**config.mk**
```make
export PLATFORM = sky130hd
export DESIGN_NAME = max_heap_priority_queue
export DESIGN_NICKNAME = d
export VERILOG_FILES = /design/src/mhpq_pkg.sv /design/src/max_heap_priority_queue.sv
export VERILOG_INCLUDE_DIRS = /design/src /design/src/src
export SDC_FILE = /design/constraint.sdc
export NUM_CORES = 2
export LEC_CHECK = 0
export BUFFER_PORTS_ARGS = -buffer_cell sky130_fd_sc_hd__buf_2
export CORE_UTILIZATION = 55
export DETAILED_ROUTE_END_ITERATION = 6
export GPL_ROUTABILITY_DRIVEN = 0
export PLACE_DENSITY = 0.73
export SYNTH_ARGS = -nofsm -noshare
export SYNTH_HDL_FRONTEND = slang
export SYNTH_SLANG_ARGS = --single-unit
export TNS_END_PERCENT = 1
```
**constraint.sdc**
```tcl
create_clock -name clk_i -period 7.15 [get_ports clk_i]
set_input_delay 1.43 -clock clk_i [delete_from_list [all_inputs] [get_ports clk_i]]
set_output_delay 1.43 -clock clk_i [all_outputs]
set_load 0.1 [all_outputs]
```
**src/max_heap_priority_queue_macros.svh**
```systemverilog
// Assertion helpers for the heap queue; all checks sample on clk_i and
// are disabled while rst_ni is low.
`ifndef MAX_HEAP_PRIORITY_QUEUE_MACROS_SVH
`define MAX_HEAP_PRIORITY_QUEUE_MACROS_SVH

// Same-cycle implication.
`define MHPQ_ASSERT_NOW(label, ante, cons, msg) \
  label: assert property (@(posedge clk_i) disable iff (!rst_ni) (ante) |-> (cons)) \
    else $error(msg);

// Next-cycle implication.
`define MHPQ_ASSERT_NEXT(label, ante, cons, msg) \
  label: assert property (@(posedge clk_i) disable iff (!rst_ni) (ante) |=> (cons)) \
    else $error(msg);

`endif

```
**src/mhpq_pkg.sv**
```systemverilog
`default_nettype none

package mhpq_pkg;

  localparam int unsigned KEY_W = 32;

  typedef enum logic [1:0] {
    KIND_INSERT = 2'd0,
    KIND_REMOVE = 2'd1,
    KIND_CLEAR  = 2'd2
  } kind_e;

  typedef enum logic [1:0] {
    ST_DONE  = 2'd0,
    ST_FULL  = 2'd1,
    ST_EMPTY = 2'd2
  } status_e;

  typedef enum logic [2:0] {
    S_IDLE,
    S_UP_RD,
    S_UP_CMP,
    S_DN_LAST,
    S_DN_L,
    S_DN_R,
    S_DN_CMP,
    S_FIN
  } state_e;

endpackage

`default_nettype wire

```
**src/max_heap_priority_queue.sv**
```systemverilog
// Channel | Direction | Handshake             | Payload
// --------+-----------+-----------------------+---------------------------------------------
// in      | input     | in_valid_i/in_ready_o | kind_i, value_i
// out     | output    | out_valid_o/out_ready_i | status_o, removed_value_o, top_valid_o,
//         |           |                       | top_value_o, entry_count_o
//
// One transaction at a time.
// Insert: the key climbs past strictly smaller parents, then is written into its slot.
// Remove: returns the root; unless that empties the heap, the last entry refills the root
//   and sinks toward the larger child. Clear, refused and unused kinds go straight to finish.
// Reset clears the count, the state and out_valid_o only; memory slots at or above the count are never read.
// in_ready_o is high whenever the engine is idle; finish holds while a result waits on out.
`default_nettype none

`include "max_heap_priority_queue_macros.svh"

module max_heap_priority_queue
  import mhpq_pkg::*;
#(
  parameter int unsigned CAPACITY = 64
) (
  input  wire logic                            clk_i,
  input  wire logic                            rst_ni,
  input  wire logic                            in_valid_i,
  output logic                                 in_ready_o,
  input  wire logic [1:0]                      kind_i,
  input  wire logic signed [KEY_W-1:0]         value_i,
  output logic                                 out_valid_o,
  input  wire logic                            out_ready_i,
  output logic [1:0]                           status_o,
  output logic signed [KEY_W-1:0]              removed_value_o,
  output logic                                 top_valid_o,
  output logic signed [KEY_W-1:0]              top_value_o,
  output logic [$clog2(CAPACITY+1)-1:0]        entry_count_o
);

  localparam int unsigned AW = $clog2(CAPACITY);
  localparam int unsigned CW = $clog2(CAPACITY + 1);
  // Child index width: 2*pos+2 must fit.
  localparam int unsigned IW = AW + 2;

  // Heap storage with a registered (synchronous) read.
  logic signed [KEY_W-1:0] mem_q [CAPACITY];
  logic signed [KEY_W-1:0] rdata_q;

  logic                    rd_en;
  logic [AW-1:0]           rd_addr;
  logic                    wr_en;
  logic [AW-1:0]           wr_addr;
  logic signed [KEY_W-1:0] wr_data;

  state_e                  state_q, state_d;
  logic [CW-1:0]           count_q, count_d;
  logic [AW-1:0]           pos_q, pos_d;
  logic signed [KEY_W-1:0] key_q, key_d;
  logic signed [KEY_W-1:0] lv_q, lv_d;
  logic signed [KEY_W-1:0] root_q, root_d;
  status_e                 status_q, status_d;
  logic signed [KEY_W-1:0] removed_q, removed_d;

  logic                    out_valid_q, out_valid_d;
  logic [1:0]              out_status_q, out_status_d;
  logic signed [KEY_W-1:0] out_removed_q, out_removed_d;
  logic                    out_top_valid_q, out_top_valid_d;
  logic signed [KEY_W-1:0] out_top_q, out_top_d;
  logic [CW-1:0]           out_count_q, out_count_d;

  logic                    in_fire;
  logic [CW-1:0]           last_idx;
  logic [AW-1:0]           parent;
  logic [IW-1:0]           l_idx, r_idx, cnt_ext;
  logic                    r_ok, take_r;
  logic signed [KEY_W-1:0] child_v;
  logic [IW-1:0]           child_idx;

  assign in_ready_o = (state_q == S_IDLE);
  assign in_fire    = in_valid_i && in_ready_o;

  assign last_idx  = count_q - CW'(1);
  assign parent    = (pos_q - AW'(1)) >> 1;
  assign l_idx     = {1'b0, pos_q, 1'b1};
  assign r_idx     = l_idx + IW'(1);
  assign cnt_ext   = IW'(count_q);
  assign r_ok      = (r_idx < cnt_ext);
  // Right child wins only when strictly greater; ties go left.
  assign take_r    = r_ok && (rdata_q > lv_q);
  assign child_v   = take_r ? rdata_q : lv_q;
  assign child_idx = take_r ? r_idx : l_idx;

  always_comb begin
    state_d         = state_q;
    count_d         = count_q;
    pos_d           = pos_q;
    key_d           = key_q;
    lv_d            = lv_q;
    status_d        = status_q;
    removed_d       = removed_q;
    rd_en           = 1'b0;
    rd_addr         = '0;
    wr_en           = 1'b0;
    wr_addr         = pos_q;
    wr_data         = key_q;
    out_valid_d     = out_valid_q && !out_ready_i;
    out_status_d    = out_status_q;
    out_removed_d   = out_removed_q;
    out_top_valid_d = out_top_valid_q;
    out_top_d       = out_top_q;
    out_count_d     = out_count_q;

    unique case (state_q)
      S_IDLE: begin
        if (in_fire) begin
          status_d  = ST_DONE;
          removed_d = '0;
          state_d   = S_FIN;
          unique case (kind_i)
            KIND_INSERT: begin
              if (count_q == CW'(CAPACITY)) begin
                status_d = ST_FULL;
              end else begin
                key_d   = value_i;
                pos_d   = count_q[AW-1:0];
                count_d = count_q + CW'(1);
                state_d = S_UP_RD;
              end
            end
            KIND_REMOVE: begin
              if (count_q == '0) begin
                status_d = ST_EMPTY;
              end else begin
                removed_d = root_q;
                count_d   = last_idx;
                // Fetch the last entry; it refills the root.
                rd_en     = 1'b1;
                rd_addr   = last_idx[AW-1:0];
                if (last_idx != '0) begin
                  state_d = S_DN_LAST;
                end
              end
            end
            KIND_CLEAR: begin
              count_d = '0;
            end
            default: begin
            end
          endcase
        end
      end

      S_UP_RD: begin
        if (pos_q == '0) begin
          wr_en   = 1'b1;
          state_d = S_FIN;
        end else begin
          rd_en   = 1'b1;
          rd_addr = parent;
          state_d = S_UP_CMP;
        end
      end

      S_UP_CMP: begin
        wr_en = 1'b1;
        if (key_q > rdata_q) begin
          // Pull the parent down into the hole and climb.
          wr_data = rdata_q;
          pos_d   = parent;
          state_d = S_UP_RD;
        end else begin
          state_d = S_FIN;
        end
      end

      S_DN_LAST: begin
        key_d   = rdata_q;
        pos_d   = '0;
        state_d = S_DN_L;
      end

      S_DN_L: begin
        if (l_idx >= cnt_ext) begin
          wr_en   = 1'b1;
          state_d = S_FIN;
        end else begin
          rd_en   = 1'b1;
          rd_addr = l_idx[AW-1:0];
          state_d = S_DN_R;
        end
      end

      S_DN_R: begin
        lv_d = rdata_q;
        if (r_ok) begin
          rd_en   = 1'b1;
          rd_addr = r_idx[AW-1:0];
        end
        state_d = S_DN_CMP;
      end

      S_DN_CMP: begin
        wr_en = 1'b1;
        if (child_v > key_q) begin
          // Lift the larger child into the hole and descend.
          wr_data = child_v;
          pos_d   = child_idx[AW-1:0];
          state_d = S_DN_L;
        end else begin
          state_d = S_FIN;
        end
      end

      S_FIN: begin
        if (!out_valid_q || out_ready_i) begin
          out_valid_d     = 1'b1;
          out_status_d    = status_q;
          out_removed_d   = removed_q;
          out_top_valid_d = (count_q != '0);
          out_top_d       = (count_q != '0) ? root_q : '0;
          out_count_d     = count_q;
          state_d         = S_IDLE;
        end
      end

      default: begin
        state_d = S_IDLE;
      end
    endcase
  end

  // Shadow the root so the top is available without a memory read.
  always_comb begin
    root_d = root_q;
    if (wr_en && (wr_addr == '0)) begin
      root_d = wr_data;
    end
  end

  always_ff @(posedge clk_i) begin
    if (wr_en) begin
      mem_q[wr_addr] <= wr_data;
    end
    if (rd_en) begin
      rdata_q <= mem_q[rd_addr];
    end
  end

  always_ff @(posedge clk_i or negedge rst_ni) begin
    if (!rst_ni) begin
      state_q     <= S_IDLE;
      count_q     <= '0;
      out_valid_q <= 1'b0;
    end else begin
      state_q     <= state_d;
      count_q     <= count_d;
      out_valid_q <= out_valid_d;
    end
  end

  always_ff @(posedge clk_i) begin
    pos_q           <= pos_d;
    key_q           <= key_d;
    lv_q            <= lv_d;
    root_q          <= root_d;
    status_q        <= status_d;
    removed_q       <= removed_d;
    out_status_q    <= out_status_d;
    out_removed_q   <= out_removed_d;
    out_top_valid_q <= out_top_valid_d;
    out_top_q       <= out_top_d;
    out_count_q     <= out_count_d;
  end

  assign out_valid_o     = out_valid_q;
  assign status_o        = out_status_q;
  assign removed_value_o = out_removed_q;
  assign top_valid_o     = out_top_valid_q;
  assign top_value_o     = out_top_q;
  assign entry_count_o   = out_count_q;

  `MHPQ_ASSERT_NOW(a_count_bound, 1'b1, count_q <= CW'(CAPACITY),
                   "entry count overflow")
  `MHPQ_ASSERT_NEXT(a_remove_dec,
                    in_fire && (kind_i == KIND_REMOVE) && (count_q != '0),
                    count_q == $past(count_q) - CW'(1), "remove did not drop count")
  `MHPQ_ASSERT_NOW(a_out_from_fin, $rose(out_valid_q), $past(state_q) == S_FIN,
                   "result loaded outside finish")
  `MHPQ_ASSERT_NEXT(a_root_shadow, wr_en && (wr_addr == '0), root_q == $past(wr_data),
                    "root shadow stale")
  `MHPQ_ASSERT_NOW(a_top_count, out_valid_q, out_top_valid_q == (out_count_q != '0),
                   "top valid mismatch")

endmodule

`default_nettype wire

```
==> metrics.txt <==
Final Setup Violations=0; period utilization=0.989; Gate Count Post-Synth=6672; WP buf/inv=5; die width=417 microns; relative slew slack=0.0417; Nets=6974; Synthesis Warnings=0; Top delay family on crit path=compound AO/OA/AOI/OAI gates; Initial Utilization=0.553; Least-Margin Pin Slew=around 1.4 ns; reg-to-reg startpoint=lv_q[5]$_DFFE_PN_; TNS Setup=0 ns; Async SR Flop Fraction=0.00478; worst-path fanout max=63; WP data required=7.75 ns; Tmin final=7.07 ns; CTS tree=done; failing checks=design-rule violations; Peak VDD IR=around 0.53 mV; Hold WC Path Type=flop to flop; syn_nets=6827; IO buf count=113; Total GRT Usage=0.336; CTS clk-pin slew, worst paths=0.07 ns; CP startpoint=lv_q[5]$_DFFE_PN_; Max Freq=141 MHz; Leak=37.2 nW; via count=about 62000; global route overflow=0; # hold bufs at CTS=0; Boundary Pins=114; initial antenna violation count=10; core outline area=172000 sq um; synthesis-stage register bit count=2301; mapped cell area=between 90000 and 100000 sq um; residual DRC count=14; vias in the first global route=58048; clk_lat worst skew=0.90 ns; Slew Viols, Final=0; crit-path max cell delay=0.61 ns; post-synth top area cell=edfxtp_1; Synth area leaders=edfxtp_1, nand2_1, nand3_1, mux2i_1, mux4_2; DR iter-0 viols=10855; vias per inst=6.70; HP Start=removed_q[10]$_SDFFCE_PP0P_; CTS max path bufs=3; Detail Route Antenna Nets=0; Die ar.=about 170000 sq um; maximum number of pins on one net before global-route repair=153; WS Path Type=flop to flop; critical-path cell list=inv_1 -> ha_1 -> a21o_1 -> a21o_1 -> a21oi_1 -> nor2_1 -> or4_1 -> a21o_1 -> a211oi_4 -> buf_12 -> o21ai_0 -> ha_1 -> nand4_1 -> nor2_1 -> nand4_1 -> nor3_4 -> o311ai_1 -> o211ai_1 -> mux2i_4 -> nand2b_4 -> buf_16 -> buf_4 -> o221ai_4 -> buf_12; post-synth top area share=0.724; status=finished with violations; RSZ-0062 raised after global routing=true; Syn Area/Cell=14.2 sq um; Crit. End Element=flop; row cnt=152; dpl hpwl=164000 microns; synth unique cells=81; Routed WL=298000 microns; Die H=417 microns; layout cells sized above 1=0.139; hold slack=between 0.4 and 0.5 ns; Synth Flop Type=edfxtp_1; cts bufs inserted=roughly 210; PwrDens=between 500 and 600 nW/um^2; critical path's slowest cell=or4_1; most used cell along the critical path=a21o_1; Final Hold Viols=0; root buf cell=clkbuf_16; nature of the critical path startpoint=flop; EDFF count, synth=about 2300; Worst Path Arrival=7.67 ns; CTS H-tree lvls=4; P&R area growth vs syn=12.7%; sequential fraction of the synthesis area=0.727; Fill cells=12132; Final Skew=0.0565 ns; routed wire length per instance=32.1 microns; first-pass GRT wire length=416000 microns; max_cap viols=0; clk sinks=2301; drt pass-1 iters=7
-- cell usage in the layout, fill, tap and decap left out, types with 15 or more instances in the layout --
cell type / instances
a311oi_1: 60
a211o_1: 27
buf_2: 113
o21ai_0: 149
bufinv_16: 18
nand3_1: 599
and3_1: 80
clkbuf_16: 214
nor2_1: 298
clkbuf_1: 37
nor2_4: 69
mux2_2: 105
a21o_1: 24
nand4_1: 27
and2_1: 56
nor4_1: 112
a31oi_1: 15
a21oi_1: 97
buf_4: 189
o211ai_1: 35
clkinv_1: 62
inv_1: 124
mux4_2: 67
ha_1: 116
clkinv_2: 33
nand2_1: 1037
buf_12: 60
mux2i_1: 268
edfxtp_1: 2290
o221ai_4: 34
o221ai_1: 26
o22ai_1: 42
a2111oi_0: 37
nor3_1: 230
o311a_1: 26
-- layout make-up --
class	count	area [sq um]	area share
repair buffers	365	3240	0.0302
flip-flops and latches	2301	69000	0.645
inverters	124	465	0.00435
clock inverters	132	1230	0.0115
well taps	2310	2890	0.0270
clock buffers	251	5490	0.0513
diodes	5	12.5	0.000117
multi-input cells	3816	24700	0.231
-- logic make-up (layout without fill, tap and decap cells) --
group | after synthesis | in the layout | share of synthesized area
fa+ha+maj | 117 | 117 | 0.0154
flops | 2301 | 2301 | 0.727
buf+inv | 560 | 872 | 0.0272
xor+xnor | 14 | 14 | 0.00129
compound gates | 668 | 673 | 0.0502
simple gates | 2570 | 2570 | 0.122
other cells | 0 | 5 | 0
mux | 442 | 442 | 0.0568
-- registers in the layout (all words and copies together) (netlist names), 7 cells and up --
name,cells
key_q,32
lv_q,32
removed_q,32
entry_count_o,7
top_value_o,32
root_q,32
mem_q,2048
removed_value_o,32
count_q,7
rdata_q,32
-- final timing paths --
path,slack [ns],depth (start not counted),end
max,0.08,24,mem_q[48][6]$_DFFE_PP_
min,0.41,0,removed_value_o[10]$_DFFE_PP_
max reg2reg,0.08,24,mem_q[48][6]$_DFFE_PP_
min reg2reg,0.41,0,removed_value_o[10]$_DFFE_PP_
max in group asynchronous,6.48,1,count_q[2]$_DFFE_PN0P_
min in group asynchronous,0.43,1,out_valid_o$_DFF_PN0_
-- stage by stage --
step	instances	area, sq um	worst slack [ns]	util	power, W
global placement	8909	100000	0.301	0.584	0.0434
global route	9301	107000	-0.0696	0.624	0.0573
CTS	9292	107000	0.108	0.623	0.0548
detailed placement	8909	100000	0.210	0.584	0.0439
floorplan	6672	94900	-0.404	-	0.0344
finish	9304	107000	0.0760	0.624	0.0560
-- worst reg2reg max path, cell delays in order (launching register included) --
cell and delay [ns]:
edfxtp_1 0.42, inv_1 0.11, ha_1 0.26, a21o_1 0.17, a21o_1 0.18, a21oi_1 0.18, nor2_1 0.06, or4_1 0.62
a21o_1 0.30, a211oi_4 0.33, buf_12 0.30, o21ai_0 0.16, ha_1 0.37, nand4_1 0.13, nor2_1 0.17, nand4_1 0.21
nor3_4 0.28, o311ai_1 0.17, o211ai_1 0.29, mux2i_4 0.40, nand2b_4 0.40, buf_16 0.32, buf_4 0.22, o221ai_4 0.37
buf_12 0.33
-- power breakdown --
part / total (W) / internal (W) / switching (W)
logic: 0.0244 / 0.00667 / 0.0178
registers: 0.0205 / 0.0200 / 0.000422
clock network: 0.0111 / 0.00612 / 0.00497
-- layer usage --
| metal | part of all wire | track usage | wire length, microns |
|---|---|---|---|
| met5 | 0 | 0 | 0 |
| met4 | 0.061 | 0.167 | 18300 |
| met3 | 0.16 | 0.0966 | 47100 |
| met2 | 0.43 | 0.495 | 129000 |
| met1 | 0.35 | 0.459 | 104000 |
-- cells in the mapped netlist, drive strengths merged (4+ instances only) --
| cell type | instances |
|---|---|
| and2 | 61 |
| or4 | 5 |
| mux2 | 106 |
| a21o | 24 |
| nor2b | 11 |
| clkbuf | 205 |
| o311ai | 4 |
| o311a | 26 |
| o31ai | 5 |
| xnor2 | 11 |
| nand4 | 27 |
| a311oi | 60 |
| nand3 | 602 |
| o21a | 13 |
| a311o | 7 |
| o221ai | 60 |
| and3 | 80 |
| or3 | 6 |
| o21ai | 151 |
| a211oi | 15 |
| ha | 117 |
| or2 | 8 |
| a21oi | 99 |
| mux4 | 67 |
| a31oi | 15 |
| mux2i | 269 |
| nand2b | 8 |
| a32oi | 6 |
| nor2 | 369 |
| nor3 | 232 |
| buf | 231 |
| a221oi | 6 |
| inv | 124 |
| o22ai | 42 |
| dfrtp | 11 |
| nand3b | 4 |
| nor4 | 112 |
| o211ai | 38 |
| a211o | 27 |
| edfxtp | 2290 |
| a2111oi | 39 |
| nand2 | 1037 |
-- what timing repair did --
item                                    in CTS  in global routing
buffers inserted                             0                  2
endpoints found under the setup margin       0               1003
resized for setup                            0                 12
No activity file was read; power rests on OpenSTA's default activity.
